===== src/hw/rtl/ptc_pkg.sv =====
`default_nettype none
package ptc_pkg;

  localparam int unsigned DATA_W   = 32;
  localparam int unsigned RAW_W    = 20;
  localparam int unsigned FRONT_LAT = 11;
  localparam int unsigned DIV_LAT  = DATA_W;
  localparam int unsigned BACK_LAT = 5;
  // interval from the edge that accepts start to the edge that samples done high
  localparam int unsigned LATENCY  = FRONT_LAT + DIV_LAT + BACK_LAT;

  localparam logic [DATA_W-1:0] T_OFFSET  = 32'd64000;
  localparam logic [DATA_W-1:0] P_FULL    = 32'd1048576;
  localparam logic [DATA_W-1:0] P_SCALE   = 32'd3125;
  localparam logic [DATA_W-1:0] P1_BIAS   = 32'd32768;
  localparam logic [DATA_W-1:0] T_ROUND   = 32'd128;
  localparam logic [DATA_W-1:0] T_MUL     = 32'd5;

  typedef enum logic [2:0] {
    REG_T1_T2 = 3'd0,
    REG_T3_P1 = 3'd1,
    REG_P2_P3 = 3'd2,
    REG_P4_P5 = 3'd3,
    REG_P6_P7 = 3'd4,
    REG_P8_P9 = 3'd5
  } cfg_idx_t;

  typedef struct packed {
    logic [RAW_W-1:0] raw_temperature;
    logic [RAW_W-1:0] raw_pressure;
  } req_t;

  typedef struct packed {
    logic signed [DATA_W-1:0] temperature_centi;
    logic [DATA_W-1:0]        pressure_pa;
    logic                     pressure_invalid;
  } result_t;

  // coefficients widened to 32 bits as the arithmetic uses them
  typedef struct packed {
    logic [DATA_W-1:0] t1;
    logic [DATA_W-1:0] t2;
    logic [DATA_W-1:0] t3;
    logic [DATA_W-1:0] p1;
    logic [DATA_W-1:0] p2;
    logic [DATA_W-1:0] p3;
    logic [DATA_W-1:0] p4;
    logic [DATA_W-1:0] p5;
    logic [DATA_W-1:0] p6;
    logic [DATA_W-1:0] p7;
    logic [DATA_W-1:0] p8;
    logic [DATA_W-1:0] p9;
  } calib_t;

  typedef struct packed {
    logic [DATA_W-1:0] temp;
    logic              invalid;
    logic              dbl;
  } tag_t;

  typedef struct packed {
    logic [DATA_W-1:0] dividend;
    logic [DATA_W-1:0] divisor;
    tag_t              tag;
  } div_req_t;

  typedef struct packed {
    logic [DATA_W-1:0] quotient;
    tag_t              tag;
  } div_rsp_t;

  function automatic logic [DATA_W-1:0] sra(logic [DATA_W-1:0] x, int unsigned n);
    return DATA_W'($signed(x) >>> n);
  endfunction

  function automatic logic [DATA_W-1:0] sx16(logic [15:0] x);
    return {{(DATA_W-16){x[15]}}, x};
  endfunction

  function automatic logic [DATA_W-1:0] zx16(logic [15:0] x);
    return {{(DATA_W-16){1'b0}}, x};
  endfunction

endpackage
`default_nettype wire


===== src/hw/rtl/ptc_back.sv =====
`default_nettype none
module ptc_back import ptc_pkg::*; (
  input  wire logic     clk,
  input  wire logic     rst,
  input  wire logic     in_valid,
  input  wire div_rsp_t in_data,
  input  wire calib_t   calib,
  output logic          out_valid,
  output result_t       out_data
);

  logic [BACK_LAT-2:0] vld;
  tag_t              b1_tag, b2_tag, b3_tag, b4_tag;
  logic [DATA_W-1:0] b1_p, b2_p, b3_p, b4_p;
  logic [DATA_W-1:0] b2_r, b2_pp8, b3_t, b3_pp8, b4_sum;
  logic [DATA_W-1:0] p_final;

  assign p_final = b4_p + sra(b4_sum, 4);

  always_ff @(posedge clk) begin
    if (rst) begin
      vld       <= '0;
      out_valid <= 1'b0;
    end else begin
      vld       <= {vld[BACK_LAT-3:0], in_valid};
      out_valid <= vld[BACK_LAT-2];
    end
  end

  always_ff @(posedge clk) begin
    b1_tag <= in_data.tag;
    b1_p   <= in_data.tag.dbl ? (in_data.quotient << 1) : in_data.quotient;

    b2_tag <= b1_tag;
    b2_p   <= b1_p;
    b2_r   <= DATA_W'((b1_p >> 3) * (b1_p >> 3));
    b2_pp8 <= DATA_W'((b1_p >> 2) * calib.p8);

    b3_tag <= b2_tag;
    b3_p   <= b2_p;
    b3_t   <= DATA_W'(calib.p9 * (b2_r >> 13));
    b3_pp8 <= b2_pp8;

    b4_tag <= b3_tag;
    b4_p   <= b3_p;
    b4_sum <= sra(b3_t, 12) + sra(b3_pp8, 13) + calib.p7;

    out_data.temperature_centi <= b4_tag.temp;
    out_data.pressure_pa       <= b4_tag.invalid ? '0 : p_final;
    out_data.pressure_invalid  <= b4_tag.invalid;
  end

endmodule
`default_nettype wire


===== config.mk =====
export PLATFORM = sky130hd
export DESIGN_NAME = ptc_back
export DESIGN_NICKNAME = d
export VERILOG_FILES = /design/src/hw/rtl/ptc_pkg.sv /design/src/hw/rtl/ptc_back.sv
export SDC_FILE = /design/constraint.sdc
export NUM_CORES = 2
export LEC_CHECK = 0
export BUFFER_PORTS_ARGS = -buffer_cell sky130_fd_sc_hd__buf_2
export CORE_AREA = 3 3 303 305
export CTS_BUF_LIST = sky130_fd_sc_hd__clkbuf_8 sky130_fd_sc_hd__clkbuf_16
export DETAILED_ROUTE_END_ITERATION = 8
export DIE_AREA = 0 0 306 308
export PLACE_DENSITY = 0.87
export SYNTH_ARGS = -nofsm -noshare
export SYNTH_HDL_FRONTEND = slang
export SYNTH_SLANG_ARGS = --single-unit

===== constraint.sdc =====
create_clock -name clk -period 20.6 [get_ports clk]
set_input_delay 2.06 -clock clk [delete_from_list [all_inputs] [get_ports clk]]
set_output_delay 2.06 -clock clk [all_outputs]
set_load 0.1 [all_outputs]

==> impl_metrics.toml <==
[status]
status = "complete, no violations"

[clock_network]
numCtsBuffers = 41
cts_root_buf = "clkbuf_16"
tritoncts = "done"
clock_latency_ns = 0.61
cts-htree-levels = 2
cts_buffer_depth = 3
clock_sinks = 435
cts_setup_buffers = 0
ctsHoldBuffers = 0
post_cts_resized = 0
clk_pin_slew_ns = 0.06

[detailed_routing]
first_pass_iters = 6
drc = 0
drt_iter0_drc = 3209
wl_per_cell_um = 20.2
post_drt_via_cell_ratio = 5.62
ant_nets = 0
dr_total_vias = 38468
wl_um = 138000

[logic_synthesis]
avgSynthCellArea_um2 = 9.62
synth_edf_count = 0
synth-xor-area-share = 0.0364
muxShareOfSynthArea = 0.00734
yosys.cell_types.count = 73
async_reset_ff_frac = 0
syn-cell-area_um2 = 53400
synth_fp_nets = 7510
synth_fa_ha_area_frac = 0.511
yosysWarnings = 0
synth_compound_area_frac = 0.0381
ys_seq_area_frac = 0.163
synth-simple-area-share = 0.136
ys_seq_elements = 435
syn_inst = 5547
ys.flop_type = "dfxtp_1"
synth_top_family_by_area = "adder cells"

[floorplan]
initial_core_util = 0.596
die_x_um = 306
dieHeight_um = 308
io-pin-count = 519
core_um2 = 89600
rows = 110
dieArea_um2 = 94200

[worst_setup_path]
cp_slowest_cell = "buf_2"
endpoint_kind = "flop"
crit_top_cell = "fa_1"
critPathLaunchType = "primary input"
cpPeakStageDelay_ns = 0.57
critical_path_required_ns = 21.10
critPathTopFamily = "adder cells"
critPathMaxFanout = 24
crit_type = "primary input to flop"
crit_buf_inv = 8
arrival_ns = 9.74

[timing]
finalSetupTns_ns = 0
setup_violations = 0
fmax_mhz = 108
maxSlewHeadroom = 0.138
maxSlewViolCount = 0
grt_setup_unrepaired = "no"
finalClockSkew_ns = 0.0363
tightest_slew_ns = 1.29
period_share = 0.449
period_minus_slack_ns = 9.24
final_hold_viol_count = 0

[flow_run]
drv_cap = 0

[layout]
fill_cells = 6563
layout-drive-gt1-share = 0.0708
nNetsFinal = 7592
multi_input_area_um2 = 38900
final_common_cell = "inv_1"
mostFrequentLayoutCells = "inv_1, fa_1, nand2_1"
synthToLayoutAreaGrowth_pct = 6.63
ff_latch_area_um2 = 8720

[place]
place_congestion = 0.929
portBuffers = 230
dp_hpwl_um = 101000

[global_routing]
groute.usage.overall = 0.300
grt_pass1_vias = 43091
grt-ovfl-total = 0
grt_pass1_wl_um = 221000
grt_max_degree = 64
antenna_found_initial = 11

[min_path]
hold_path_class = "flop to flop"
==> worst reg2reg max path: stages (launching register included) <==
cell and delay, ns:
dfxtp_2 0.33, buf_4 0.60, inv_1 0.40, nor2_1 0.34, fa_1 0.48, fa_1 0.49
fa_1 0.52, inv_1 0.06, fa_1 0.51, inv_1 0.06, fa_1 0.48, fa_1 0.51
fa_1 0.49, inv_1 0.05, fa_1 0.49, inv_1 0.04, ha_1 0.32, a21o_1 0.22
a221oi_1 0.31, o221ai_1 0.23, o221a_2 0.31, a21bo_2 0.26, o211a_1 0.29, a311oi_1 0.32
xnor2_1 0.29
==> sequential cells by signal, summed over array words and instances (netlist names), 32 cells and up <==
signal	flops
b1_p	32
b4_tag	33
b3_p	32
b4_p	32
b3_tag	33
out_data	65
b2_p	32
b1_tag	33
b2_tag	33
==> final cells by class <==
| type | instances | area share |
|---|---|---|
| clock inverter | 27 | 0.00596 |
| timing repair buffer | 267 | 0.0251 |
| antenna | 9 | 0.000396 |
| tap | 1176 | 0.0259 |
| inverter | 1298 | 0.0856 |
| multi-input combinational | 3586 | 0.684 |
| clock buffer | 48 | 0.0197 |
| sequential | 435 | 0.153 |
==> Yosys cell counts, types with 5 or more instances <==
cell type | count | area, um2
o31a_1 | 7 | 61.3
xnor2_1 | 164 | 1440
or3_1 | 9 | 56.3
o21bai_1 | 10 | 75.1
nor3b_1 | 6 | 45.0
o211ai_1 | 5 | 37.5
nor4_1 | 5 | 31.3
o21ai_0 | 54 | 270
nand3_1 | 16 | 80.1
nor2_1 | 124 | 465
mux2_2 | 33 | 372
fa_1 | 1118 | 22400
nor3_1 | 31 | 155
nand2b_1 | 11 | 68.8
nor2b_1 | 27 | 169
a21o_1 | 49 | 368
a31oi_1 | 11 | 68.8
xor2_1 | 58 | 508
or2_2 | 7 | 43.8
and3_1 | 14 | 87.6
and2_1 | 485 | 3030
a221oi_1 | 5 | 43.8
o21a_1 | 27 | 203
buf_1 | 7 | 26.3
a211oi_1 | 8 | 60.1
inv_1 | 1298 | 4870
nand4_1 | 15 | 93.8
dfxtp_1 | 435 | 8710
nand2_1 | 753 | 2830
clkbuf_1 | 221 | 830
ha_1 | 392 | 4900
a21oi_1 | 82 | 410
==> cell families (layout without fill, tap and decap cells) <==
kind of cell / Yosys count / in the layout
AO/OA/AOI/OAI: 303 / 303
multiplexers: 35 / 35
XOR/XNOR: 222 / 222
adder cells (fa/ha/maj): 1510 / 1510
buffers and inverters: 1526 / 1640
other: 0 / 9
AND/OR/NAND/NOR: 1516 / 1516
flip-flops: 435 / 435
==> per-stage QoR <==
step	hold slack, ns	setup WS [ns]	instances	utilization	area [um2]
final	0.313	11.36	6846	0.635	56900
after floorplan	0.310	11.67	5547	-	53400
after CTS	0.315	11.41	6837	0.635	56900
after global routing	0.321	11.04	6843	0.635	56900
after detailed placement	0.312	10.92	6762	0.619	55400
after global placement	0.309	11.11	6762	0.619	55400
==> worst paths after layout <==
check	from	to	slack [ns]	depth (start not counted)
max	calib[40]	b2_pp8[30]	11.36	27
max reg2reg	b1_p[7]	b2_r[31]	12.05	24
min	b1_p[1]	b2_p[1]	0.31	0
min reg2reg	b1_p[1]	b2_p[1]	0.31	0
==> per-layer routing <==
layer	vias up	global-route usage	wire, um
met2	2367	0.495	64900
met3	673	0.0755	15800
met4	4	0.178	9700
met5	-	0	24
met1	19046	0.358	47900
li1	16378	-	-
Power is not shown: default switching activity piles up to over one toggle a cycle in this logic, so the estimate is an artifact.
